### config.mk
export PLATFORM = sky130hd
export DESIGN_NAME = odft_ram
export DESIGN_NICKNAME = d
export VERILOG_FILES = /design/src/design/obb_detection_filter_topk_defines.svh /design/src/design/odft_ram.sv
export SDC_FILE = /design/constraint.sdc
export NUM_CORES = 1
export LEC_CHECK = 0
export ABC_CLOCK_PERIOD_IN_PS = 3100
export BUFFER_PORTS_ARGS = -buffer_cell sky130_fd_sc_hd__buf_2
export CAP_MARGIN = 40
export CORE_MARGIN = 10
export CORE_UTILIZATION = 59
export CTS_CLUSTER_DIAMETER = 200
export DETAILED_ROUTE_END_ITERATION = 8
export PLACE_DENSITY = 0.75
export RECOVER_POWER = 25
export SYNTH_ARGS = -nofsm -noshare
export SYNTH_HDL_FRONTEND = slang
export SYNTH_SLANG_ARGS = --single-unit
### constraint.sdc
create_clock -name i_clk -period 3.1 [get_ports i_clk]
set_input_delay 0 -clock i_clk [delete_from_list [all_inputs] [get_ports i_clk]]
set_output_delay 0 -clock i_clk [all_outputs]
set_load 0.01 [all_outputs]
### src/design/obb_detection_filter_topk_defines.svh
// Assertion macros shared by the detection filter RTL.
`ifndef OBB_DETECTION_FILTER_TOPK_DEFINES_SVH
`define OBB_DETECTION_FILTER_TOPK_DEFINES_SVH

// Property holds at every clock edge outside reset.
`define ODFT_ASSERT(lbl, prop, msg) \
    lbl: assert property (@(posedge i_clk) disable iff (!i_rst_n) prop) else $error(msg);

// Condition never holds outside reset.
`define ODFT_NEVER(lbl, cond, msg) \
    lbl: assert property (@(posedge i_clk) disable iff (!i_rst_n) !(cond)) else $error(msg);

`endif

### src/design/odft_ram.sv
// Generic single-port-write RAM with registered read.
`default_nettype none
module odft_ram #(
    parameter int WIDTH = 8,
    parameter int DEPTH = 64
) (
    input  logic                     i_clk,
    input  logic                     i_we,
    input  logic [$clog2(DEPTH)-1:0] i_waddr,
    input  logic [WIDTH-1:0]         i_wdata,
    input  logic [$clog2(DEPTH)-1:0] i_raddr,
    output logic [WIDTH-1:0]         o_rdata
);
    logic [WIDTH-1:0] r_mem [DEPTH];
    logic [WIDTH-1:0] r_rdata;

    always_ff @(posedge i_clk) begin
        if (i_we) begin
            r_mem[i_waddr] <= i_wdata;
        end
        r_rdata <= r_mem[i_raddr];
    end

    assign o_rdata = r_rdata;
endmodule
`default_nettype wire

; ---- Yosys cells after proc, flatten, opt, wreduce, memory -nomap -nowiden
; Memories as Yosys holds them, arrays and structs flattened. A register that Yosys moved wholly into a read port is not among the register bits.
; Cells that the tools add are included.
[classes]
add_sub_neg = 0
multipliers = 0
div_mod_pow = 0
n_lt_le_gt_ge = 0
n_eq_ne = 0
n_shift = 0
n_mux = 2
bitwise = 0
n_reduce_logical = 0
[op_table]
columns = operator, count
row1 = $mux 1, 2
[word_totals]
ff_bits = 0
latchBits = 0
ram_bits = 512
romBits = 0
in_bits = 22
memories = 1
[memory_table]
columns = name, depth, word_bits, read_ports, rd_ports_with_merged_regs, write_ports, line_no
row1 = r_mem, 64, 8, 1, 1, 1, odft_ram.sv:14  ; logic [WIDTH-1:0] r_mem [DEPTH];

; ---- Logic depth before layout (Yosys ltp)
[logic_depth]
ltp_word = 2
ltp_mapped = 9
depth_no_buf = 5

; ---- Worst setup path after synthesis
; No wires, ideal clock.
[synth_path]
path_kind = register to register
startpoint = mem r_mem[29][4]
endpoint = reg r_rdata[4] (netlist: o_rdata[4]) (read register of r_mem)
setup_ns = 0.132
t_arrival_ns = 1.560
setup_slack_ns = 1.408
stages_incl_launch_ff = 6
path_buffers = 0
path_cell_list = edfxtp_1 mux4_2 mux2_2 o221a_2 nor3_1 o32ai_1
[synth_lines]
columns = element, line_no
row1 = from (decl), odft_ram.sv:14
row2 = to (decl), odft_ram.sv:15  ; logic [WIDTH-1:0] r_rdata;

; ---- Worst setup path after layout
[layout_path]
startpoint = in i_wdata[5]
endpoint = mem r_mem[35][5] (data pin)
[layout_lines]
columns = element, line_no
row1 = from (decl), odft_ram.sv:10  ; input logic [WIDTH-1:0] i_wdata,
; No word-level cell before the write port.

==> flow_summary_export.csv <==
group,metric,value,unit
sta,worst_pin_slew,2000,ps
worst_setup_path,required,3160,ps
global_routing,grt_pass1_wl,65400,µm
worst_setup_path,ff2ff_path_depth,5,
die,die_w,205,µm
yosys,synth_area_leader_cell,"edfxtp_1",
final_layout,layout_common_cells,"edfxtp_1, mux4_2, nor2_1, clkbuf_16, buf_4",
placed_design,gp_congestion,0.812,
yosys,synth_enable_flop_cells,512,
clocking,cts_tree,"yes",
detailed_routing,vias,9855,
clocking,clkSinkCount,520,
sta,rsz0062_at_grt,"no",
clocking,clkTransAtPathRegs,60,ps
yosys,avgSynthCellArea,21.5,µm²
placed_design,preCtsSetupSlack,595,ps
global_routing,antenna_found_initial,2,
worst_setup_path,cp-end-kind,"flop",
power,p_per_area,626,nW/µm²
final_layout,area_delta_synth_final,11.8,%
final_layout,layout-drive-gt1-share,0.254,
hold_path,hp-class,"in2reg",
outcome,violations,"capacitance limit, slew limit",
final_layout,fin_nets,1050,
detailed_routing,ant_nets,0,
yosys,ys.flop_type,"edfxtp_1",
sta,fin_skew,18.9,ps
detailed_routing,routed_via_density,6.52,
global_routing,grt_overflow,0,
job,drv_cap,6,
sta,maxClockFrequency,377,MHz
worst_setup_path,criticalPathCategory,"in2reg",
detailed_routing,wirelength,43800,µm
outcome,status,"complete, but fails checks",
power,total_power,0.0141,W
yosys,synth_area_leaders,"edfxtp_1, mux4_2, nor2_1",
final_layout,fin_util,0.670,
final_layout,stdcell_count,1511,
die,die_area,42000,µm²
placed_design,dp.cells,1416,
worst_setup_path,startpoint_type,"primary input",
yosys,synthDistinctLibCells,40,
hold_path,hold_depth,3,
final_layout,final_common_cell,"edfxtp_1",
final_layout,num_antenna_cells,0,
sta,relSlewSlack,-0.331,
worst_setup_path,crit_fanout,48,
die,core_area,33600,µm²
power,p_leak,7.06,nW
yosys,synth_warnings,0,
die,rows,67,
worst_setup_path,worst_ep_arrival_time,2710,ps
sta,min_period,2650,ps
sta,fin_ws,451,ps
yosys,synth-seq-cells,520,
yosys,netlist.area_leader.share,0.762,
clocking,postCtsSetupRepairBufs,0,
global_routing,grt_use_total,0.212,
sta,setup_viol,0,
global_routing,grt_pass1_vias,9968,
yosys,syn_inst,940,
die,io_pins,30,
clocking,clock_latency,560,ps
yosys,synth_area,20200,µm²
die,initial_core_util,0.600,
clocking,cts_buffer_depth,3,
sta,hold_viol,0,
die,fp.dieH,205,µm
sta,finalCritPeriodShare,0.855,
power,ir_worst_vdd,0.576,mV
yosys,yosysSeqAreaShare,0.770,
global_routing,grt_max_degree,49,
placed_design,hpwl,27600,µm
placed_design,io_buffers,29,
detailed_routing,wire_per_inst,29.0,µm
clocking,cts_buffers,50,
detailed_routing,dr.first_iter.drc_count,1059,
detailed_routing,drcViolationCount,0,
sta,drv_slew,200,
yosys,async_flop_share,0,
clocking,cts_resized,0,
clocking,h-tree-depth,2,
clocking,cts_root_buffer,"clkbuf_16",
sta,finalSetupTns,0,ps
detailed_routing,firstDrtPassIters,5,
yosys,synth_nets,962,
## logic make-up after synthesis
logic type | Yosys count | synth area share
compound gates | 54 | 0.0207
flops | 520 | 0.770
simple gates | 153 | 0.0339
buf+inv | 51 | 0.0157
mux | 162 | 0.159
## cells in the mapped netlist, types with 6 or more instances
| cell | instances |
|---|---|
| mux2i_1 | 23 |
| mux4_2 | 126 |
| a221oi_1 | 6 |
| clkbuf_1 | 17 |
| nor2b_1 | 14 |
| o22ai_1 | 8 |
| buf_2 | 11 |
| mux2_2 | 13 |
| nand2b_1 | 7 |
| edfxtp_1 | 512 |
| nand2_1 | 19 |
| o221ai_1 | 8 |
| nor2_1 | 83 |
| nand3_1 | 13 |
| nor3_1 | 7 |
| dfxtp_1 | 8 |
| buf_4 | 13 |
## final timing paths
kind                                        startpoint                endpoint  slack (ps)
worst max-delay path                        i_wdata[5]  r_mem[35][5]$_DFFE_PP_         450
worst min-delay path                        i_raddr[3]      o_rdata[3]$_DFF_P_         100
worst max register to register  r_mem[46][0]$_DFFE_PP_      o_rdata[0]$_DFF_P_         600
worst min register to register  r_mem[35][1]$_DFFE_PP_      o_rdata[1]$_DFF_P_         880
## power breakdown
group	leakage, nW	switching (W)	internal, W
Clock	0.706	0.00244	0.00312
Sequential	4.67	0.0000234	0.00779
Combinational	1.68	0.000444	0.000284
Total	7.06	0.00291	0.0112
## flip-flops by register name, summed over array words and instances (netlist names)
signal,cells
r_mem,512
o_rdata,8
## critical path: stages
cell and delay, ps:
dlygate4sd3_1 520, clkbuf_1 540, dlymetal6s4s_1 1620
## per-stage QoR
stage	hold slack [ps]	instance area, µm²
finish	99.6	22500
global route	106	22500
CTS	16.1	22600
detailed placement	436	21000
global placement	417	20900
floorplan	98.9	20200
## routing by layer
layer	vias up	part of all wire	global-route usage
met2	512	0.49	0.338
met1	5149	0.39	0.289
met3	97	0.090	0.0434
met5	-	0.00041	0
met4	2	0.033	0.0725
li1	4095	-	-
## area by class of cell
class | instances | area [µm²]
Fill cell | 2084 | 11100
Clock inverter | 19 | 129
Sequential cell | 520 | 15500
Clock buffer | 68 | 1350
Multi-Input combinational cell | 369 | 4320
Timing Repair Buffer | 87 | 648
Tap cell | 448 | 561
## what timing repair did
| item | in CTS | in global routing |
|---|---|---|
| hold buffers | 8 | 0 |
| hold endpoints to repair | 98 | 0 |
| setup endpoints to repair | 0 | 0 |
Power figures use the tool's default switching activity.
