`src/design/obb_detection_filter_topk_defines.svh`:
```
// Assertion macros shared by the detection filter RTL.
`ifndef OBB_DETECTION_FILTER_TOPK_DEFINES_SVH
`define OBB_DETECTION_FILTER_TOPK_DEFINES_SVH

// Property holds at every clock edge outside reset.
`define ODFT_ASSERT(lbl, prop, msg) \
    lbl: assert property (@(posedge i_clk) disable iff (!i_rst_n) prop) else $error(msg);

// Condition never holds outside reset.
`define ODFT_NEVER(lbl, cond, msg) \
    lbl: assert property (@(posedge i_clk) disable iff (!i_rst_n) !(cond)) else $error(msg);

`endif

```
`src/design/odft_pkg.sv`:
```
// Shared types and constants of the detection filter.
`default_nettype none
package odft_pkg;

    localparam int MAX_KEEP       = 64;
    localparam int MAX_DETECTIONS = 1024;
    localparam int KEEP_W         = $clog2(MAX_KEEP);
    localparam int CNT_W          = $clog2(MAX_DETECTIONS) + 1;
    localparam int K_W            = $clog2(MAX_KEEP) + 1;

    localparam logic [2:0] CFG_SCORE_THRESHOLD = 3'd0;
    localparam logic [2:0] CFG_UNSCALE_ENABLE  = 3'd1;
    localparam logic [2:0] CFG_INV_SCALE       = 3'd2;
    localparam logic [2:0] CFG_PAD_X           = 3'd3;
    localparam logic [2:0] CFG_PAD_Y           = 3'd4;
    localparam logic [2:0] CFG_IMAGE_WIDTH     = 3'd5;
    localparam logic [2:0] CFG_IMAGE_HEIGHT    = 3'd6;
    localparam logic [2:0] CFG_TOP_K           = 3'd7;

    localparam logic [1:0] KIND_BOX   = 2'd0;
    localparam logic [1:0] KIND_LAST  = 2'd1;
    localparam logic [1:0] KIND_EMPTY = 2'd2;

    typedef struct packed {
        logic [15:0] x1;
        logic [15:0] y1;
        logic [15:0] x2;
        logic [15:0] y2;
        logic [15:0] conf;
        logic [7:0]  cls;
        logic [15:0] rot;
    } t_entry;

    localparam int ENTRY_W = $bits(t_entry);

    typedef struct packed {
        logic ins;
        logic shift;
    } t_cell_ctl;

    typedef enum logic [2:0] {
        S_IDLE,
        S_MAP,
        S_INS,
        S_RD,
        S_RAM_OUT,
        S_CHAIN_OUT,
        S_EMPTY
    } t_state;

endpackage
`default_nettype wire

```
`src/design/odft_cell.sv`:
```
// One cell of the score-sorted chain: holds one box, inserts or shifts.
`default_nettype none
module odft_cell import odft_pkg::*; (
    input  logic      i_clk,
    input  t_cell_ctl i_ctl,
    input  logic      i_occ,
    input  t_entry    i_new,
    input  t_entry    i_left,
    input  logic      i_left_move,
    input  t_entry    i_right,
    output t_entry    o_entry,
    output logic      o_move
);
    t_entry r_entry;

    // move when the new box outranks this one; equal scores stay ahead
    assign o_move  = !(i_occ && (r_entry.conf >= i_new.conf));
    assign o_entry = r_entry;

    always_ff @(posedge i_clk) begin
        if (i_ctl.shift) begin
            r_entry <= i_right;
        end else if (i_ctl.ins && o_move) begin
            r_entry <= i_left_move ? i_left : i_new;
        end
    end
endmodule
`default_nettype wire
```
`config.mk`:
```
export PLATFORM = sky130hd
export DESIGN_NAME = odft_cell
export DESIGN_NICKNAME = d
export VERILOG_FILES = /design/src/design/obb_detection_filter_topk_defines.svh /design/src/design/odft_pkg.sv /design/src/design/odft_cell.sv
export SDC_FILE = /design/constraint.sdc
export NUM_CORES = 1
export LEC_CHECK = 0
export BUFFER_PORTS_ARGS = -buffer_cell sky130_fd_sc_hd__buf_2
export CORE_AREA = 4 4 163 165
export DETAILED_ROUTE_END_ITERATION = 6
export DIE_AREA = 0 0 167 169
export MAX_ROUTING_LAYER = met4
export PLACE_DENSITY = 0.55
export SETUP_SLACK_MARGIN = 0.05
export SYNTH_ARGS = -nofsm -noshare
export SYNTH_HDL_FRONTEND = slang
export SYNTH_SLANG_ARGS = --single-unit
```
`constraint.sdc`:
```
create_clock -name i_clk -period 9.4 [get_ports i_clk]
set_input_delay 1.41 -clock i_clk [delete_from_list [all_inputs] [get_ports i_clk]]
set_output_delay 1.41 -clock i_clk [all_outputs]
set_load 0.02 [all_outputs]
```
After elaboration in Yosys (flattened, before gate mapping)
Cells that the tools add are included.

cells by class
  eq/ne operators = 0
  multipliers = 0
  muxes and demuxes = 3
  bitwise gates (word level) = 0
  shift-type cells = 0
  reductions and logical operators = 4
  divide/modulo/power cells = 0
  order comparisons = 1
  add/subtract/negate cells = 0

operators with widths
  operator              count
  two-way mux 104 bit   3
  >= comparator 16 bit  1
  logical AND 1 bit     2
  nonzero test 2 bit    1
  zero test 1 bit       1

storage, ports and cells
  bits in read-only memories = 0
  bits in latches = 0
  word-level logic and storage cells = 15
  register bits = 104
  bits of input ports = 317
  memories = 0
  bits in writable memories = 0

Longest topological paths before layout
Gate-level depths: netlist (run 1).

  depth after elaboration = 6
  mapped depth = 7
  mapped depth without buffers = 7

Worst setup path after synthesis (run 1)
Ideal clock, no wire load.

  kind = input -> register
  from = in i_new[24] (netlist name)
  to = reg r_entry, in the netlist o_entry[0] (enable)
  required time = 8.820 ns
  data arrival time = 7.119 ns
  cell stages on the path = 6
  library setup time = 0.580 ns
  path slack = 1.702 ns
  cells stage by stage = ha_1 nand2b_4 a2111oi_4 nor3_1 o221a_1 o21ai_1

on the way
  word-level cells in the longest chain between the ends = 5

RTL lines
  element                              RTL line         text
  from (decl)                          odft_cell.sv:7   input t_entry i_new,
  >= comparator 16 bit                 odft_cell.sv:17  assign o_move = !(i_occ && (r_entry.conf >= i_new.conf));
  logical AND 1 bit                    odft_cell.sv:17
  zero test 1 bit                      odft_cell.sv:17
  logical AND 1 bit                    odft_cell.sv:23  end else if (i_ctl.ins && o_move) begin
  nonzero test 2 bit (no source line)  n/a
  to (signal assigned)                 odft_cell.sv:22  r_entry <= i_right;
  to (signal assigned)                 odft_cell.sv:24  r_entry <= i_left_move ? i_left : i_new;
  to (decl)                            odft_cell.sv:14  t_entry r_entry;

Every way passes these cells.
A chain may end at the register's enable or synchronous reset.

Worst setup path in the final report (run 1)
  from = in i_new[24] (netlist name)
  to = out o_move

on the way
  word-level cells in the longest chain between the ends = 3

RTL lines
  element               RTL line         text
  >= comparator 16 bit  odft_cell.sv:17
  logical AND 1 bit     odft_cell.sv:17
  zero test 1 bit       odft_cell.sv:17
  to (decl)             odft_cell.sv:12  output logic o_move

Every way passes these cells.

==> results of run 1 <==
-- layer usage --
layer | track usage, % | share of wire [%]
met2 | 22.68 | 51
met4 | 3.664 | 1.7
met5 | - | 0
met1 | 14.62 | 40
met3 | 2.989 | 7.0
-- power by group through the flow --
stage                     Combinational [uW]  Sequential, uW  Clock, uW
after global placement                   336             607          0
final                                    332             597        351
after floorplan                          109             685          0
after global routing                     362             603        386
after CTS                                338             599        371
after detailed placement                 337             609          0
-- per-stage QoR --
| stage | instance area, um2 | total power [uW] | hold WS [ns] | instances | util [%] |
|---|---|---|---|---|---|
| floorplan | 5693 | 793.3 | 1.601 | 512 | - |
| CTS | 8378 | 1307 | 1.312 | 1248 | 33.46 |
| global placement | 8105 | 942.6 | 1.367 | 1232 | 32.37 |
| global route | 8378 | 1352 | 1.330 | 1248 | 33.46 |
| detailed placement | 8105 | 946.1 | 1.371 | 1232 | 32.37 |
| finish | 8378 | 1280 | 1.340 | 1248 | 33.46 |
-- worst reg2reg max path: stages, from the launching register on --
cell       delay [ns]
edfxtp_1         0.39
inv_1            0.07
ha_1             0.21
nand2b_4         0.14
a2111oi_4        0.32
nor3_1           0.11
o221a_1          0.33
o21ai_4          0.17
buf_4            0.55
-- layout by cell type, fill, tap and decap left out, types with 2 or more instances in the layout --
cell        netlist  final
buf_6             0      2
buf_2             6    419
a21oi_1           4      4
clkbuf_16         0      9
edfxtp_1        104    104
ha_1             16     16
nor2_1            2      2
nor3_1            6      6
o21ai_0          46     46
nand2_1         108    108
mux2i_1         104    104
clkinvlp_4        0      3
inv_1            17     17
buf_4             6      4
o21ai_1          62     61
-- final timing paths --
check,start,to,slack (ns),depth (start not counted)
setup / recovery,i_new[24],o_move,4.93,8
hold / removal,i_right[2],o_entry[2],1.34,3
setup reg to reg,o_entry[24],o_entry[84],6.69,8
hold reg to reg,o_entry[39],o_entry[38],1.36,5
-- logic make-up after synthesis --
| logic type | after synthesis | synth area share, % |
|---|---|---|
| and+or+nand+nor | 118 | 8.132 |
| AOI/OAI and AO/OA | 118 | 11.25 |
| adders and majority gates | 16 | 3.516 |
| muxes | 104 | 18.29 |
| buffers and inverters | 52 | 3.956 |
| DFF | 104 | 54.86 |
-- layout make-up --
type                       count  share of cell area [%]
sequential                   104                   37.28
multi-input combinational    356                   28.12
timing repair buffer         425                   25.66
tap                          330                   4.928
clock buffer                  10                   2.733
inverter                      17                  0.7616
clock inverter                 6                  0.5227
==> reports/metrics.yaml, run 1 <==
clock_network:
  clk_path_buf_depth: 2
  cts-resized-gates: 0
  cts_hold_buf: 0
  cts_setup_buffers: 0
  insertion_delay_ns: 0.35
  cts-htree-levels: 3
  cts.sinks: 104
  cts_buffers: 9
  path_clk_slew_ns: 0.08
  cts_tree: "done"
  cts_root_buf: "clkbuf_16"
timing:
  fin_crit_sh_pct: 47.55
  skew_ns: 0.01643
  setup_tns_ns: 0
  setup_viol: 0
  rsz0062_at_grt: "false"
  setup_ws_ns: 4.930
  worst_pin_slew_ns: 0.9999
  hold_viol: 0
  fin_crit_ns: 4.470
  slew_headroom_pct: 33.34
  fmax_mhz: 223.7
  slew_violations: 0
cells_and_area:
  diodes: 0
  drive_above_1_share_pct: 48.26
  largest_reg_flops: 104
  nets: 1246
  seqCellArea_um2: 3123
  n_fill_cell: 2629
  multi_input_area_um2: 2356
  syn_to_final_growth_pct: 47.16
critical_path:
  worstSetupPathType: "in2out"
  cpMaxStageDelayCell: "o221a_1"
  slowest_delay_ns: 0.33
  critPathTopFamily: "compound AO/OA/AOI/OAI gates"
  cp_cell_sequence: "buf_2 > ha_1 > nand2b_4 > a2111oi_4 > nor3_1 > o221a_1 > o21ai_1 > buf_2"
  required_ns: 7.99
  cpMostUsedCell: "buf_2"
  cp_data_arrival_time_ns: 3.06
  crit_path_end_kind: "output port"
  critPathLaunchType: "primary input"
  crit_fanout: 2
  cp.buffers_inverters: 2
drt:
  wl_um: 19350
  drtIter0Drc: 203
  postRouteAntennaNets: 0
  drc: 0
  viasPerCell: 4.134
  dr_total_vias: 5159
  avgRoutedWirePerCell_um: 15.51
  dr.pass1.iters: 4
synth:
  ys_seq_elements: 104
  ys_warn_count: 0
  async_flop_share_pct: 0
  syn_area_um2: 5693
  synthCells: 512
  syn_avg_cell_area_um2: 11.12
  synth_edf_count: 104
  synth_largest_area_cell: "edfxtp_1"
  yosysMostFrequentCell: "nand2_1"
  netlist_top_cells_count: "108 x nand2_1, 104 x edfxtp_1, 104 x mux2i_1, 62 x o21ai_1, 46 x o21ai_0"
  synth_top_area_share_pct: 54.86
  yosysSeqAreaShare_pct: 54.86
  syn-num-nets: 845
  synth_area_leaders: "edfxtp_1 55%, mux2i_1 18%, nand2_1 7.1%"
  synth-main-ff-cell: "edfxtp_1"
  synthDistinctLibCells: 21
die:
  io_pins: 422
  core-area_um2: 25040
  num_rows: 58
  fp.dieW_um: 167
  start_util_pct: 22.74
  die-area_um2: 28220
  chipHeight_um: 169
global_routing:
  grt_pass1_wl_um: 27510
  grt.overflow.total: 0
  grt_max_degree: 114
  grt_pass1_vias: 5024
  grtUsageTotal_pct: 12.85
  antenna_found_initial: 0
pwr:
  pwr_density_cell_nw_per_um2: 152.8
  seq_power_share_pct: 46.7
  clkPwrFrac_pct: 27.4
  ir_drop_mv: 0.06150
  power_frac_comb_pct: 25.9
  p_leak_uw: 0.004155
  power.switching_uw: 387.1
  p_sw_share_pct: 30.25
  intPower_uw: 892.7
outcome:
  status: "finished, final reports clean"
placement:
  hpwl_um: 15770
  place_congestion: 0.8622
  portBuffers: 421
  dp_slack_ns: 4.921
worst_hold_path:
  hold_path_class: "in2reg"
job:
  maxCapViolations: 0
(Power assumes the default switching activity.)
==> inputs of run 2 (changes only) <==
==> constraint.sdc (replaced) <==
create_clock -name i_clk -period 4.4 [get_ports i_clk]
set_input_delay 0.66 -clock i_clk [delete_from_list [all_inputs] [get_ports i_clk]]
set_output_delay 0.66 -clock i_clk [all_outputs]
set_load 0.02 [all_outputs]
==> run 2 against run 1 <==
Against the previous run: first-iteration DRC count increased by 1.5%; sequential power grew 110%; wire length down 3.0%; power increased by 110%; non-clock buffer count up 1; sequential cell count did not move; cell count barely moved; sequential share of layout area decreased by 0.089 points; critical path type unchanged; largest power group unchanged.
==> reports/metrics.yaml, run 2 (synthesized netlist as in run 1, its figures left out) <==
critical_path:
  rr_startpoint: "o_entry[24]"  # unchanged
  startpoint: "i_new[24]"  # unchanged
  reg2reg_slack_ns: 1.74  # was 6.69 ns
  cp_data_arrival_time_ns: 2.27  # was 3.06 ns
  required_ns: 3.74  # was 7.99 ns
  worstSetupPathType: "in2out"  # unchanged
  crit_fanout: 2  # unchanged
  reg2reg_to: "o_entry[89]"  # was o_entry[84]
  critPathLaunchType: "primary input"  # unchanged
  crit_path_end_kind: "output port"  # unchanged
  reg2regPathDepth: 8  # unchanged
die:
  chipHeight_um: 169  # unchanged
  start_util_pct: 22.74  # unchanged
  die-area_um2: 28220  # unchanged
  io_pins: 422  # unchanged
  num_rows: 58  # unchanged
  fp.dieW_um: 167  # unchanged
  core-area_um2: 25040  # unchanged
global_routing:
  grt_max_degree: 74  # was 114
  grt_pass1_wl_um: 27740  # was 27510 um
  grt_pass1_vias: 5191  # was 5024
  antenna_found_initial: 0  # unchanged
  grt.overflow.total: 0  # unchanged
  grtUsageTotal_pct: 12.88  # was 12.85%
clock_network:
  path_clk_slew_ns: 0.07  # was 0.08 ns
  cts_root_buf: "clkbuf_16"  # unchanged
  insertion_delay_ns: 0.34  # was 0.35 ns
  clk_path_buf_depth: 2  # unchanged
  cts_buffers: 9  # unchanged
  cts-resized-gates: 0  # unchanged
  cts-htree-levels: 3  # unchanged
  cts_setup_buffers: 0  # unchanged
  cts_tree: "done"  # unchanged
  cts_hold_buf: 0  # unchanged
  cts.sinks: 104  # unchanged
pwr:
  clkPwrFrac_pct: 27.4  # about the same
  seq_power_share_pct: 46.6  # was 46.7%
  p_sw_share_pct: 30.04  # was 30.25%
  ir_drop_mv: 0.1339  # was 0.06150 mV
  p_leak_uw: 0.004164  # was 0.004155 uW
  intPower_uw: 1908  # was 892.7 uW
  fin_total_pwr_uw: 2727  # was 1280 uW
  power_frac_comb_pct: 26.0  # was 25.9%
  pwr_density_cell_nw_per_um2: 324.7  # was 152.8 nW/um2
  power.switching_uw: 819.3  # was 387.1 uW
placement:
  placed_cells: 1233  # was 1232
  place_congestion: 0.8996  # was 0.8622
  hpwl_um: 15460  # was 15770 um
  portBuffers: 421  # unchanged
timing:
  fmax_mhz: 341.4
  worst_pin_slew_ns: 0.6568  # was 0.9999 ns
  hold_viol: 0  # unchanged
  skew_ns: 0.007795  # was 0.01643 ns
  rsz0062_at_grt: "false"  # unchanged
  fin_crit_ns: 2.929
  setup_tns_ns: 0  # unchanged
  setup_viol: 0  # unchanged
  slew_violations: 0  # unchanged
  slew_headroom_pct: 56.21  # was 33.34%
  fin_crit_sh_pct: 66.58
worst_hold_path:
  hold_start: "i_right[4]"  # was i_right[2]
  hold_end: "o_entry[4]"  # was o_entry[2]
  hold_path_depth: 3  # unchanged
  hold_path_class: "in2reg"  # unchanged
drt:
  dr_total_vias: 5183  # was 5159
  postRouteAntennaNets: 0  # unchanged
  dr.pass1.iters: 4  # unchanged
  drc: 0  # unchanged
  wl_um: 18770  # was 19350 um
  avgRoutedWirePerCell_um: 15.02  # was 15.51 um
  drtIter0Drc: 206  # was 203
  viasPerCell: 4.150  # was 4.134
cells_and_area:
  syn_to_final_growth_pct: 47.52  # was 47.16%
  n_fill_cell: 2618  # was 2629
  drive_above_1_share_pct: 48.31  # was 48.26%
  layout_common_cells: "419 x buf_2, 108 x nand2_1, 104 x mux2i_1, 104 x edfxtp_1, 61 x o21ai_1"  # unchanged
  diodes: 0  # unchanged
  largest_reg_flops: 104  # unchanged
  final_common_cell: "buf_2"  # unchanged
  nets: 1247  # was 1246
  fin_cells: 1249  # was 1248
outcome:
  status: "finished, final reports clean"  # unchanged
job:
  maxCapViolations: 0  # unchanged
-- run 2: critical path, stage by stage --
cell,delay [ns]
buf_2,0.11
ha_1,0.27
nand2b_4,0.15
a2111oi_4,0.33
nor3_1,0.11
o221a_1,0.32
o21ai_1,0.14
buf_2,0.19
-- run 2: stage by stage --
stage / hold WS, ns / worst slack [ns] / util [%] / instance area [um2]
floorplan: 0.8512 / 0.4611 / - / 5704
global placement: 0.9414 / 1.312 / 32.45 / 8125
detailed placement: 0.9472 / 1.287 / 32.45 / 8125
CTS: 0.5718 / 1.446 / 33.54 / 8398
global route: 0.5915 / 1.327 / 33.54 / 8398
finish: 0.5932 / 1.471 / 33.54 / 8398
-- run 2: how the worst max path moves through the flow --
| stage | to | cells after the start | slack [ns] |
|---|---|---|---|
| after floorplan | o_entry[0] | 6 | 0.46 |
| after global placement | o_entry[68] | 8 | 1.31 |
| after detailed placement | o_entry[83] | 8 | 1.29 |
| after CTS | o_move | 8 | 1.45 |
| after global routing | o_move | 8 | 1.33 |
| final | o_move | 8 | 1.47 |
-- run 2: power by group through the flow --
stage	combinational, uW	sequential [uW]	clock (uW)
3_3_place_gp	720	1290	0
4_1_cts	723	1270	791
6_report	709	1270	746
2_1_floorplan	234	1450	0
5_1_grt	779	1290	831
3_5_place_dp	723	1290	0
-- run 2: metal layers --
metal  share of wire (%)  GRT usage (%)  vias up
met3                 8.8          3.433       22
met4                 1.8          3.842        0
met5                   0              -        -
met1                  40          15.37     2252
met2                  50          21.49      248
li1                    -              -     2661
-- run 2: area by class of cell --
| cell class | count | area [um2] | area share (%) |
|---|---|---|---|
| Sequential cell | 104 | 3123 | 37.19 |
| Multi-Input combinational cell | 356 | 2356 | 28.05 |
| Timing Repair Buffer | 426 | 2170 | 25.83 |
| Tap cell | 330 | 412.9 | 4.917 |
| Clock buffer | 10 | 229.0 | 2.726 |
| Inverter | 17 | 63.81 | 0.7598 |
| Clock inverter | 6 | 43.79 | 0.5215 |
