[src/design/obb_detection_filter_topk_defines.svh]
// Assertion macros shared by the detection filter RTL.
`ifndef OBB_DETECTION_FILTER_TOPK_DEFINES_SVH
`define OBB_DETECTION_FILTER_TOPK_DEFINES_SVH

// Property holds at every clock edge outside reset.
`define ODFT_ASSERT(lbl, prop, msg) \
    lbl: assert property (@(posedge i_clk) disable iff (!i_rst_n) prop) else $error(msg);

// Condition never holds outside reset.
`define ODFT_NEVER(lbl, cond, msg) \
    lbl: assert property (@(posedge i_clk) disable iff (!i_rst_n) !(cond)) else $error(msg);

`endif

[src/design/odft_pkg.sv]
// Shared types and constants of the detection filter.
`default_nettype none
package odft_pkg;

    localparam int MAX_KEEP       = 64;
    localparam int MAX_DETECTIONS = 1024;
    localparam int KEEP_W         = $clog2(MAX_KEEP);
    localparam int CNT_W          = $clog2(MAX_DETECTIONS) + 1;
    localparam int K_W            = $clog2(MAX_KEEP) + 1;

    localparam logic [2:0] CFG_SCORE_THRESHOLD = 3'd0;
    localparam logic [2:0] CFG_UNSCALE_ENABLE  = 3'd1;
    localparam logic [2:0] CFG_INV_SCALE       = 3'd2;
    localparam logic [2:0] CFG_PAD_X           = 3'd3;
    localparam logic [2:0] CFG_PAD_Y           = 3'd4;
    localparam logic [2:0] CFG_IMAGE_WIDTH     = 3'd5;
    localparam logic [2:0] CFG_IMAGE_HEIGHT    = 3'd6;
    localparam logic [2:0] CFG_TOP_K           = 3'd7;

    localparam logic [1:0] KIND_BOX   = 2'd0;
    localparam logic [1:0] KIND_LAST  = 2'd1;
    localparam logic [1:0] KIND_EMPTY = 2'd2;

    typedef struct packed {
        logic [15:0] x1;
        logic [15:0] y1;
        logic [15:0] x2;
        logic [15:0] y2;
        logic [15:0] conf;
        logic [7:0]  cls;
        logic [15:0] rot;
    } t_entry;

    localparam int ENTRY_W = $bits(t_entry);

    typedef struct packed {
        logic ins;
        logic shift;
    } t_cell_ctl;

    typedef enum logic [2:0] {
        S_IDLE,
        S_MAP,
        S_INS,
        S_RD,
        S_RAM_OUT,
        S_CHAIN_OUT,
        S_EMPTY
    } t_state;

endpackage
`default_nettype wire

[src/design/odft_map.sv]
// One coordinate: optional padding removal and reciprocal scaling, then clamping to the image.
`default_nettype none
module odft_map import odft_pkg::*; (
    input  logic        i_clk,
    input  logic [15:0] i_raw,
    input  logic        i_enable,
    input  logic [11:0] i_pad,
    input  logic [23:0] i_inv_scale,
    input  logic [12:0] i_size,
    output logic [15:0] o_value
);
    logic signed [17:0] w_diff;
    logic signed [42:0] w_prod;
    logic signed [26:0] n_v;
    logic signed [26:0] r_v;
    logic        [12:0] w_size;
    logic signed [17:0] w_lim;
    logic signed [26:0] w_lim_x;

    always_comb begin
        w_diff = 18'(signed'(i_raw)) - signed'({2'b00, i_pad, 4'b0000});
        w_prod = 43'(w_diff) * 43'(signed'({1'b0, i_inv_scale}));
        // arithmetic shift keeps the floor for negative products
        n_v = i_enable ? w_prod[42:16] : 27'(signed'(i_raw));
    end

    always_ff @(posedge i_clk) begin
        r_v <= n_v;
    end

    always_comb begin
        w_size  = (i_size > 13'd4096) ? 13'd4096 : i_size;
        w_lim   = (signed'({5'b00000, w_size}) - 18'sd1) <<< 4;
        w_lim_x = 27'(w_lim);
        if (r_v > w_lim_x) begin
            o_value = (w_lim_x < 0) ? 16'd0 : w_lim_x[15:0];
        end else if (r_v < 0) begin
            o_value = 16'd0;
        end else begin
            o_value = r_v[15:0];
        end
    end
endmodule
`default_nettype wire

[config.mk]
export PLATFORM = sky130hd
export DESIGN_NAME = odft_map
export DESIGN_NICKNAME = d
export VERILOG_FILES = /design/src/design/obb_detection_filter_topk_defines.svh /design/src/design/odft_pkg.sv /design/src/design/odft_map.sv
export SDC_FILE = /design/constraint.sdc
export NUM_CORES = 1
export LEC_CHECK = 0
export BUFFER_PORTS_ARGS = -buffer_cell sky130_fd_sc_hd__buf_2
export CAP_MARGIN = 40
export CORE_MARGIN = 4
export CORE_UTILIZATION = 50
export DETAILED_ROUTE_END_ITERATION = 8
export GPL_ROUTABILITY_DRIVEN = 1
export GPL_TIMING_DRIVEN = 1
export PLACE_DENSITY = 0.76
export SLEW_MARGIN = 20
export SYNTH_ARGS = -nofsm -noshare
export SYNTH_HDL_FRONTEND = slang
export SYNTH_SLANG_ARGS = --single-unit
export TNS_END_PERCENT = 30
[constraint.sdc]
create_clock -name i_clk -period 17.35 [get_ports i_clk]
set_clock_uncertainty 0.2 [all_clocks]
set_input_delay 3.47 -clock i_clk [delete_from_list [all_inputs] [get_ports i_clk]]
set_output_delay 3.47 -clock i_clk [all_outputs]
set_load 0.02 [all_outputs]
Word-level counts from Yosys, hierarchy flattened
Cells that the tools add are included.
{ "op_classes": {"n_mux": 5, "add_sub_neg": 2, "mul": 1, "magnitude_cmp": 4} }
{ "op_table": {"columns": ["cell", "count"], "rows": [
  ["16-bit two-way mux", 3],
  ["18-bit by 25-bit multiplier with 43-bit output", 1],
  ["27-bit by 18-bit > comparator with 1-bit output", 1],
  ["27-bit by 1-bit < comparator with 1-bit output (second input constant)", 1],
  ["27-bit two-way mux", 1],
  ["18-bit by 1-bit < comparator with 1-bit output (second input constant)", 1],
  ["16-bit by 17-bit subtractor with 18-bit output", 1],
  ["13-bit by 1-bit subtractor with 14-bit output (second input constant)", 1],
  ["13-bit > comparator (second input constant)", 1],
  ["13-bit two-way mux", 1]
]} }
{ "totals": {"out_inout_bits": 16, "ff_bits": 27, "inputBits": 67, "word_cells": 13} }

Depth between registers and ports, before layout
Gate-level depths: netlist of run 1.
{ "logic_depth": {"depth_word": 6, "depth_mapped": 36, "ltp_nobuf": 35} }

Worst setup path before layout of run 1
OpenSTA, ideal clock, no wires.
{ "synth_timing": {"path_kind": "input -> register", "startpoint": "input port i_raw[4]", "endpoint": "register r_v[24]", "path_buffers": 2, "path_stages": 34, "setup_time_ns": 0.134, "t_arrival_ns": 10.821, "path_slack_ns": 6.195, "t_required_ns": 17.016, "path_cell_list": "inv_1 -> ha_1 -> inv_1 -> fa_1 -> a21o_1 -> a21oi_1 -> o21ai_1 -> a21oi_1 -> o21bai_1 -> a41o_1 -> nor2_1 -> xnor2_1 -> clkbuf_1 -> nand2_1 -> fa_1 -> inv_1 -> fa_1 -> fa_1 -> fa_1 -> fa_1 -> inv_1 -> fa_1 -> inv_1 -> ha_1 -> buf_2 -> a21o_1 -> a21o_1 -> a21oi_1 -> o221ai_1 -> a31oi_2 -> a21oi_2 -> a21oi_2 -> nor4b_1 -> or4_1"} }
{ "synth_via": {"elab_chain_len": 3} }
{ "synth_lines": {"columns": ["element", "line_no", "source"], "rows": [
  ["from (decl)", "odft_map.sv:5", "input logic [15:0] i_raw,"],
  ["16-bit by 17-bit subtractor with 18-bit output", "odft_map.sv:21", "w_diff = 18'(signed'(i_raw)) - signed'({2'b00, i_pad, 4'b0000});"],
  ["18-bit by 25-bit multiplier with 43-bit output", "odft_map.sv:22", "w_prod = 43'(w_diff) * 43'(signed'({1'b0, i_inv_scale}));"],
  ["27-bit two-way mux", "odft_map.sv:24", "n_v = i_enable ? w_prod[42:16] : 27'(signed'(i_raw));"],
  ["via n_v[24]", "odft_map.sv:14", "logic signed [26:0] n_v;"],
  ["to (signal assigned)", "odft_map.sv:28", "r_v <= n_v;"],
  ["to (decl)", "odft_map.sv:15", "logic signed [26:0] r_v;"]
]} }
The timed path passes the listed nets, and every way through them passes these cells.

Worst setup path in the final report of run 1
Ends and elaborated chain as after synthesis.

==> summary.md, run 1 <==
| Metric | Value |
|---|---|
| Run status | finished clean |
| Dpl cell area | 17,400 um^2 |
| Most common cell after layout, fill and taps aside | inv_1 |
| Design area | 17,500 um^2 |
| Die extent in y | 190 um |
| Regs by FF count | r_v x27 |
| Vias in the first global route | 14,100 |
| Worst-path clk slew | 0.08 ns |
| Ys flop type | dfxtp_1 |
| CTS Buf Count | 3 |
| Final Slew Violations | 0 |
| Fin Hold WS | 3.25 ns |
| Wire per inst | around 17 um |
| Die width | between 150 and 200 um |
| Synth cell types | 70 |
| Most frequent cells in the layout | 487 x inv_1, 352 x fa_1, 301 x nand2_1 |
| Routed Antenna Nets | 0 |
| Nets | about 2,600 |
| Max-cap violations | 0 |
| Final period util | 69.5% |
| FMAX | 82.9 MHz |
| Synth Register Bits | 27 |
| Max reg flops | 27 |
| Area Growth Syn to Fin | 5.71% |
| Filler cell count | 2,973 |
| Postcts setup bufs | 0 |
| FFs w/ async S/R, synth | 0% |
| Post-synthesis cell count | 1,951 |
| Global route total overflow | 0 |
| Crit-path max FO | 24 |
| Post-synth top area cell | fa_1 |
| Top cells by area, synth | fa_1 43%, ha_1 13%, inv_1 11%, nand2_1 6.8%, dfxtp_1 3.3% |
| Placer Congestion | ~0.94 |
| DR vias/cell | 5.40 |
| Yosys Warn Count | 0 |
| Post-CTS sizing | 0 |
| Post-synth EDFFs | 0 |
| Row cnt | 66 |
| Hold WC Path Type | input port to flop |
| Final hold violation count | 0 |
| Largest net degree at the start of global routing | 40 |
| Gr usage total | between 20% and 30% |
| Core area | 32,600 um^2 |
| Final wirelength | 41,800 um |
| Min Tclk post-route | 12.06 ns |
| RSZ-0062 raised after global routing | no |
| Mean Syn Cell Area | 8.48 um^2 |
| Slew headroom | between 40% and 50% |
| CP required | 17.30 ns |
| Biggest register | r_v |
| Hpwl dp | about 34,000 um |
| Synth top area share | 42.6% |
| # H-tree levels | 1 |
| Initial Util | 50.7% |
| First-pass GRT wire length | 70,200 um |
| Dpl ws | 5.04 ns |
| TNS Setup | 0 ns |
| Setup CP Type | input port to flop |
| Worst-Margin Slew | 0.814 ns |
| CP startpoint kind | input port |
| Share of post-route cells with drive strength above 1 | ~7.6% |
| Ports | 83 |
| Slowest cell on crit path | fa_1 |
| Die Area | between 30,000 and 40,000 um^2 |
| IO buf count | 82 |
| # clock sinks | 27 |
| DR DRC count | 0 |
| Endpoint class of the critical path | flop |
| CTS tree | built |
| Cell Area, Synth | 16,500 um^2 |
| Clock Path Buffers | 2 |
| Setup WS post-layout | between 5 and 6 ns |
| Drt first pass iters | 5 |
| Iter 0 DRT Violations | 693 |
| Worst path max stage delay | 0.50 ns |
| Setup violators final | 0 |
| Clk root buf | clkbuf_16 |
| Most frequent cell on the critical path | fa_1 |
| CTS Hold Bufs | 0 |
| Post-Syn Nets | 2,547 |
| CP Data Arrival Time | between 10 and 15 ns |
| Register area share after synthesis | ~3.3% |
| Initial antenna violation count | 2 |
| Vias | about 13,000 |
==> final timing paths <==
path | startpoint | to | slack, ns | depth (start not counted)
worst max-delay path | i_raw[4] | r_v[24] | 5.29 | 34
worst min-delay path | i_raw[10] | r_v[10] | 3.25 | 2
==> kinds of logic (layout without fill, tap and decap cells) <==
kind of cell    Yosys count  after routing  share of synthesized area (%)
buf+inv                 584            588                           13.3
simple gates            561            561                           15.8
fa+ha+maj               529            529                           56.0
compound gates          186            186                           7.85
xor+xnor                 40             40                           2.12
flops                    27             27                           3.27
mux                      24             24                           1.60
other cells               0              3                              0
==> routing by layer <==
| metal | track usage (%) | routed length (um) | up-vias |
|---|---|---|---|
| met5 | 0 | 0 | - |
| met4 | 6.68 | 1320 | 0 |
| met3 | 2.13 | 2780 | 103 |
| met2 | 42.5 | 21200 | 503 |
| met1 | 31.4 | 16500 | 6539 |
| li1 | - | - | 5824 |
==> synthesized netlist by cell type, types with 26 or more instances <==
cell / number
a21o_1: 36
a21oi_1: 48
and2_1: 85
clkbuf_1: 89
dfxtp_1: 27
fa_1: 352
ha_1: 177
inv_1: 487
nand2_1: 301
nand2b_1: 32
nor2_1: 61
nor2b_1: 26
xnor2_1: 26
==> critical path, delay by kind of cell <==
kind | cells | cell delay, ns
AOI/OAI and AO/OA | 14 | 3.01
adders and majority gates | 9 | 3.96
and+or+nand+nor | 3 | 0.77
xor gates and xnor gates | 1 | 0.15
buffers and inverters | 7 | 0.64
==> through the flow <==
stage	cells	utilization, %
finish	2400	53.6
global route	2399	53.6
CTS	2396	53.5
detailed placement	2392	53.2
global placement	2389	53.1
floorplan	1951	-
==> final cells by class <==
class,instances,area (um^2),share of cell area (%)
Multi-Input combinational cell,1340,13900,79.5
Timing Repair Buffer,97,574,3.29
Inverter,487,1830,10.5
Tap cell,442,553,3.16
Clock inverter,1,8.76,0.0501
Antenna cell,3,7.51,0.0429
Sequential cell,27,541,3.09
Clock buffer,3,75.1,0.429
Power of run 1 is not shown: default switching activity piles up to over one toggle a cycle in this logic, so the estimate is an artifact.
==> run 2, diff against run 1 <==
--- a/config.mk
+++ b/config.mk
@@ -5,6 +5,7 @@
 export SDC_FILE = /design/constraint.sdc
 export NUM_CORES = 1
 export LEC_CHECK = 0
+export ABC_AREA = 1
 export BUFFER_PORTS_ARGS = -buffer_cell sky130_fd_sc_hd__buf_2
 export CAP_MARGIN = 40
 export CORE_MARGIN = 4
==> constraint.sdc (replaced) <==
create_clock -name i_clk -period 11.8 [get_ports i_clk]
set_clock_uncertainty 0.2 [all_clocks]
set_input_delay 2.36 -clock i_clk [delete_from_list [all_inputs] [get_ports i_clk]]
set_output_delay 2.36 -clock i_clk [all_outputs]
set_load 0.02 [all_outputs]
==> run 2 against run 1 <==
Critical path type unchanged. Synthesized cell count is 21% higher. Via count is 17% higher. Die area is 4.3% higher. Non-clock buffer count is 8 lower. Highest routed layer unchanged. First-iteration DRC count is 100% higher. Global-route usage is 3.0 points higher. Synthesized area is 4.5% higher. Setup slack worse by 3.6 ns. Flip-flop and latch count stayed put. Count of clock-buffer cells in the layout stayed put.
==> summary.md, run 2 <==
| Metric | Value |
|---|---|
| Synth Area in Adders | 53.6% (-2.4 points) |
| Xor-xnor portion of the synthesized cell area | 0.659% (-1.5 points) |
| Placer Congestion | 1.02 (+8.3%) |
| Hpwl dp | 42,500 um (+24%) |
| First-pass GRT wire length | 83,000 um (+18%) |
| Initial antenna violation count | 0 (-2) |
| Register Area | 541 um^2 (unchanged) |
| Die Area | 37,600 um^2 (+4.3%) |
| Regs by FF count | r_v x27 |
| Max-cap violations | 0 (unchanged) |
| Post-CTS sizing | 0 (unchanged) |
| Synth Register Bits | 27 (unchanged) |
| CP required | 11.77 ns (-5.53 ns) |
| Global route total overflow | 0 (unchanged) |
| Register area share after synthesis | 3.13% (-0.14 points) |
| Synth cell types | 43 (-39%) |
| Hold WC Path Type | input port to flop |
| DR vias/cell | 5.41 (+0.16%) |
| Slowest cell on crit path | nand2_1 |
| Filler cell count | 3,247 (+9.2%) |
| Worst-Margin Slew | 0.832 ns (+0.0182 ns) |
| FFs w/ async S/R, synth | 0% (unchanged) |
| Final wirelength | 49,700 um (+19%) |
| TNS Setup | 0 ns (unchanged) |
| Vias | 15,200 (+17%) |
| Dpl ws | 1.59 ns (-3.45 ns) |
| Post-synthesis cell count | 2,355 (+21%) |
| Mux cell area share after synthesis | 0% (-1.6 points) |
| CP Data Arrival Time | 10.04 ns (-1.97 ns) |
| Final period util | 85.4% |
| Wire per inst | 17.7 um (+1.5%) |
| Drt first pass iters | 7 (+2) |
| Largest net degree at the start of global routing | 26 (-35%) |
| # clock sinks | 27 (unchanged) |
| Cell Area, Synth | 17,300 um^2 (+4.5%) |
| Most frequent cells in the layout | 614 x inv_1, 580 x nand2_1, 352 x fa_1 |
| Final hold violation count | 0 (unchanged) |
| CP startpoint kind | input port |
| Core area | 33,800 um^2 (+3.6%) |
| RSZ-0062 raised after global routing | no |
| Nets | 2,963 (+16%) |
| # H-tree levels | 1 (unchanged) |
| CTS tree | built |
| Clock Path Buffers | 2 (unchanged) |
| Setup WS post-layout | 1.73 ns (-3.56 ns) |
| Iter 0 DRT Violations | 1,418 (+100%) |
| Compound-Gate Fraction of Synth Area | 4.37% (-3.5 points) |
| Setup violators final | 0 (unchanged) |
| Post-synth top area cell | fa_1 |
| Endpoint class of the critical path | flop |
| Min Tclk post-route | roughly 10 ns |
| DR DRC count | 0 (unchanged) |
| Worst path max stage delay | 0.72 ns (+0.22 ns) |
| Max reg flops | 27 (unchanged) |
| Die width | 194 um (+2.1%) |
| Ys flop type | dfxtp_1 |
| Count leader, synth | inv_1 |
| Dpl cell area | 18,000 um^2 (+3.7%) |
| Design area | 18,100 um^2 (+3.5%) |
| Final Slew Violations | 0 (unchanged) |
| Setup CP Type | input port to flop |
| Mean Syn Cell Area | 7.34 um^2 (-13%) |
| IO buf count | 82 (unchanged) |
| Ports | 83 (unchanged) |
| Slew headroom | 44.4% (-1.4 points) |
| Post-Syn Nets | 2,951 (+16%) |
| CTS Buf Count | 3 (unchanged) |
| Yosys Warn Count | 0 (unchanged) |
| Vias in the first global route | 16,500 (+17%) |
| Area Growth Syn to Fin | 4.62% |
| Main combinational cell family by area after synthesis | adder cells |
| Top cells by area, synth | fa_1 41%, inv_1 13%, ha_1 13%, nand2_1 13%, nor2_1 3.8% |
| Row cnt | 67 (+1.5%) |
| Clk root buf | clkbuf_16 |
| Multi-input gate area | 14,000 um^2 (+1.1%) |
| Synth top area share | 40.8% (-1.8 points) |
| Initial Util | 51.2% (+0.47 points) |
| Worst-path clk slew | 0.08 ns (about the same) |
| Most common cell after layout, fill and taps aside | inv_1 |
| Gr usage total | 26.9% (+3.0 points) |
| Post-synth EDFFs | 0 (unchanged) |
| Run status | finished clean |
| Crit-path max FO | 15 (-38%) |
| Biggest register | r_v |
| FMAX | ~99 MHz |
| Share of post-route cells with drive strength above 1 | 5.87% (-1.7 points) |
| Die extent in y | 194 um (+2.1%) |
| CTS Hold Bufs | 0 (unchanged) |
| Simple-Gate Fraction of Synth Area | 22.7% (+6.8 points) |
| Postcts setup bufs | 0 (unchanged) |
| # diodes | 0 (-3) |
| Commonest cells post-synth | 614 x inv_1, 580 x nand2_1, 352 x fa_1 |
| Routed Antenna Nets | 0 (unchanged) |
-- run 2: critical path, delay by kind of cell --
kind	cells	cell delay [ns]
AO/OA/AOI/OAI	5	1.05
adder cells (fa/ha/maj)	9	3.81
buffers and inverters	8	0.51
AND/OR/NAND/NOR	11	2.28
-- run 2: cell families after synthesis --
| logic type | after synthesis |
|---|---|
| XOR/XNOR | 13 |
| buffers and inverters | 705 |
| flip-flops | 27 |
| adder cells (fa/ha/maj) | 529 |
| AO/OA/AOI/OAI | 139 |
| AND/OR/NAND/NOR | 942 |
-- run 2: area by class of cell --
class / count / area share [%]
Clock buffer: 3 / 0.415
Sequential cell: 27 / 2.99
Timing Repair Buffer: 89 / 2.84
Multi-Input combinational cell: 1623 / 77.7
Inverter: 623 / 12.9
Clock inverter: 1 / 0.0484
Tap cell: 448 / 3.10
-- run 2: stage by stage --
stage | cells | hold WS [ns] | util (%)
6_report | 2814 | 2.11 | 53.5
5_1_grt | 2814 | 2.13 | 53.5
4_1_cts | 2814 | 2.11 | 53.5
3_5_place_dp | 2810 | 2.38 | 53.3
3_3_place_gp | 2805 | 2.38 | 53.0
2_1_floorplan | 2355 | 2.27 | -
-- run 2: final timing paths --
path | from | endpoint | slack [ns] | cells past startpoint
min | i_raw[11] | r_v[11] | 2.11 | 3
max | i_raw[4] | r_v[23] | 1.73 | 33
-- run 2: layer usage --
| metal | GRT usage [%] | part of all wire, % |
|---|---|---|
| met5 | 0 | 0 |
| met4 | 8.15 | 3.0 |
| met3 | 3.53 | 8.2 |
| met2 | 45.5 | 48 |
| met1 | 36.5 | 41 |
Power of run 2 is left out for the same reason.
==> run 3, diff against run 2 <==
--- a/config.mk
+++ b/config.mk
@@ -8,12 +8,14 @@
 export ABC_AREA = 1
 export BUFFER_PORTS_ARGS = -buffer_cell sky130_fd_sc_hd__buf_2
 export CAP_MARGIN = 40
+export CELL_PAD_IN_SITES_DETAIL_PLACEMENT = 0
+export CELL_PAD_IN_SITES_GLOBAL_PLACEMENT = 1
 export CORE_MARGIN = 4
-export CORE_UTILIZATION = 50
+export CORE_UTILIZATION = 48
 export DETAILED_ROUTE_END_ITERATION = 8
 export GPL_ROUTABILITY_DRIVEN = 1
 export GPL_TIMING_DRIVEN = 1
-export PLACE_DENSITY = 0.76
+export PLACE_DENSITY = 0.93
 export SLEW_MARGIN = 20
 export SYNTH_ARGS = -nofsm -noshare
 export SYNTH_HDL_FRONTEND = slang
==> run 3 against run 2 <==
Core utilization decreased by 2.7 points. Count of clock-buffer cells in the layout unchanged. Flip-flop and latch count unchanged. Via count decreased by 1.8%. Sequential share of layout area about the same. Hold slack improved by 0.010 ns. Critical path depth decreased by 3. Global-route usage decreased by 0.35 points. First-iteration DRC count decreased by 36%. Maximum frequency decreased by 0.70%. Setup slack got worse by 0.071 ns. Final cell count increased by 0.46%. Critical path type unchanged. Highest routed layer unchanged.
==> summary.md, run 3 (synthesis gave the netlist of run 2 again) <==
| Metric | Value |
|---|---|
| Run status | finished clean |
| Max-cap violations | 0 (unchanged) |
| Multi-input gate area | 14,000 um^2 (unchanged) |
| CP Data Arrival Time | 10.08 ns (+0.04 ns) |
| Post-CTS sizing | 0 (unchanged) |
| Worst path max stage delay | 0.64 ns (-0.08 ns) |
| Hold Path Stages | 3 (unchanged) |
| CTS tree | built |
| CTS Buf Count | 3 (unchanged) |
| FMAX | 98.6 MHz (-0.70%) |
| Setup violators final | 0 (unchanged) |
| Placer Congestion | 0.959 (-5.7%) |
| # H-tree levels | 1 (unchanged) |
| Slowest cell on crit path | inv_1 |
| Max reg flops | 27 (unchanged) |
| Initial antenna violation count | 1 (+1) |
| Routed Antenna Nets | 0 (unchanged) |
| Most common cell after layout, fill and taps aside | inv_1 |
| Regs by FF count | r_v x27 |
| Vias in the first global route | 16,000 (-2.7%) |
| Die extent in y | 198 um (+2.0%) |
| Row cnt | 69 (+3.0%) |
| Setup CP Type | input port to flop |
| Die Area | 39,100 um^2 (+4.0%) |
| Drt first pass iters | 7 (unchanged) |
| Postcts setup bufs | 0 (unchanged) |
| Final period util | 86.0% (+0.60 points) |
| DR vias/cell | 5.29 (-2.3%) |
| First-pass GRT wire length | 82,700 um (-0.40%) |
| Crit-path max FO | 14 (-1) |
| Die width | 198 um (+2.0%) |
| Share of post-route cells with drive strength above 1 | 5.84% (-0.040 points) |
| Clk root buf | clkbuf_16 |
| Initial Util | 48.6% (-2.6 points) |
| Nets | 2,962 (-0.034%) |
| Final wirelength | 50,600 um (+1.8%) |
| IO buf count | 82 (unchanged) |
| CTS Hold Bufs | 0 (unchanged) |
| Filler cell count | 3,585 (+10%) |
| Worst-Margin Slew | 0.742 ns (-0.0900 ns) |
| Most frequent cells in the layout | 614 x inv_1, 580 x nand2_1, 352 x fa_1 |
| Clock Path Buffers | 2 (unchanged) |
| Hpwl dp | 43,900 um (+3.1%) |
| Min Tclk post-route | 10.14 ns (+0.0709 ns) |
| TNS Setup | 0 ns (unchanged) |
| Largest net degree at the start of global routing | 26 (unchanged) |
| Gr usage total | 26.6% (-0.35 points) |
| Register Area | 541 um^2 (unchanged) |
| Endpoint class of the critical path | flop |
| Final Slew Violations | 0 (unchanged) |
| Final cell count without fillers | 2,827 (+0.46%) |
| Core area | 35,600 um^2 (+5.3%) |
| Hold WC Path Type | input port to flop |
| DR DRC count | 0 (unchanged) |
| Worst-path clk slew | 0.07 ns (about the same) |
| Global route total overflow | 0 (unchanged) |
| Final hold violation count | 0 (unchanged) |
| Biggest register | r_v |
| Area Growth Syn to Fin | 4.66% (about the same) |
| Ports | 83 (unchanged) |
| # clock sinks | 27 (unchanged) |
| RSZ-0062 raised after global routing | no |
| Cells after DPL | 2,821 (+0.39%) |
| CP startpoint kind | input port |
| Iter 0 DRT Violations | 906 (-36%) |
| Wire per inst | 17.9 um (+1.3%) |
| CP required | 11.74 ns (-0.03 ns) |
| Vias | 15,000 (-1.8%) |
| Slew headroom | 50.5% (+6.1 points) |
-- run 3: changes by cell type in the layout (fill, tap and decap cells not counted) --
cell      change
clkinv_2      +1
inv_6         -1
diode_2       +1
buf_4         -1
-- run 3: layout make-up --
type | count | share of cell area, %
Antenna cell | 1 | 0.0138
Clock buffer | 3 | 0.415
Clock inverter | 1 | 0.0277
Inverter | 623 | 12.9
Multi-Input combinational cell | 1623 | 77.6
Sequential cell | 27 | 2.99
Tap cell | 461 | 3.19
Timing Repair Buffer | 88 | 2.79
-- run 3: worst paths after layout --
path | startpoint | endpoint | slack [ns]
max | i_raw[4] | r_v[10] | 1.66
min | i_raw[12] | r_v[12] | 2.12
-- run 3: per-layer routing --
layer | up-vias | wire [um] | GRT usage, %
li1 | 6902 | - | -
met1 | 7419 | 21500 | 36.0
met2 | 532 | 24200 | 45.5
met3 | 100 | 3480 | 3.30
met4 | 0 | 1390 | 7.09
met5 | - | 0 | 0
-- run 3: worst max-delay path, delay by kind of cell --
kind                     cells  cell delay (ns)
adder cells (fa/ha/maj)      9             3.96
AND/OR/NAND/NOR              9             1.65
buffers and inverters        8             1.19
AO/OA/AOI/OAI                4             0.92
-- run 3: stage by stage --
stage | util [%] | instance area (um^2) | setup slack [ns] | hold WS, ns
floorplan | - | 17300 | 3.25 | 2.27
global placement | 50.4 | 17900 | 1.58 | 2.38
detailed placement | 50.6 | 18000 | 1.50 | 2.39
CTS | 50.8 | 18100 | 1.76 | 2.12
global route | 50.9 | 18100 | 1.31 | 2.14
finish | 50.9 | 18100 | 1.66 | 2.12
Power of run 3 is left out for the same reason.
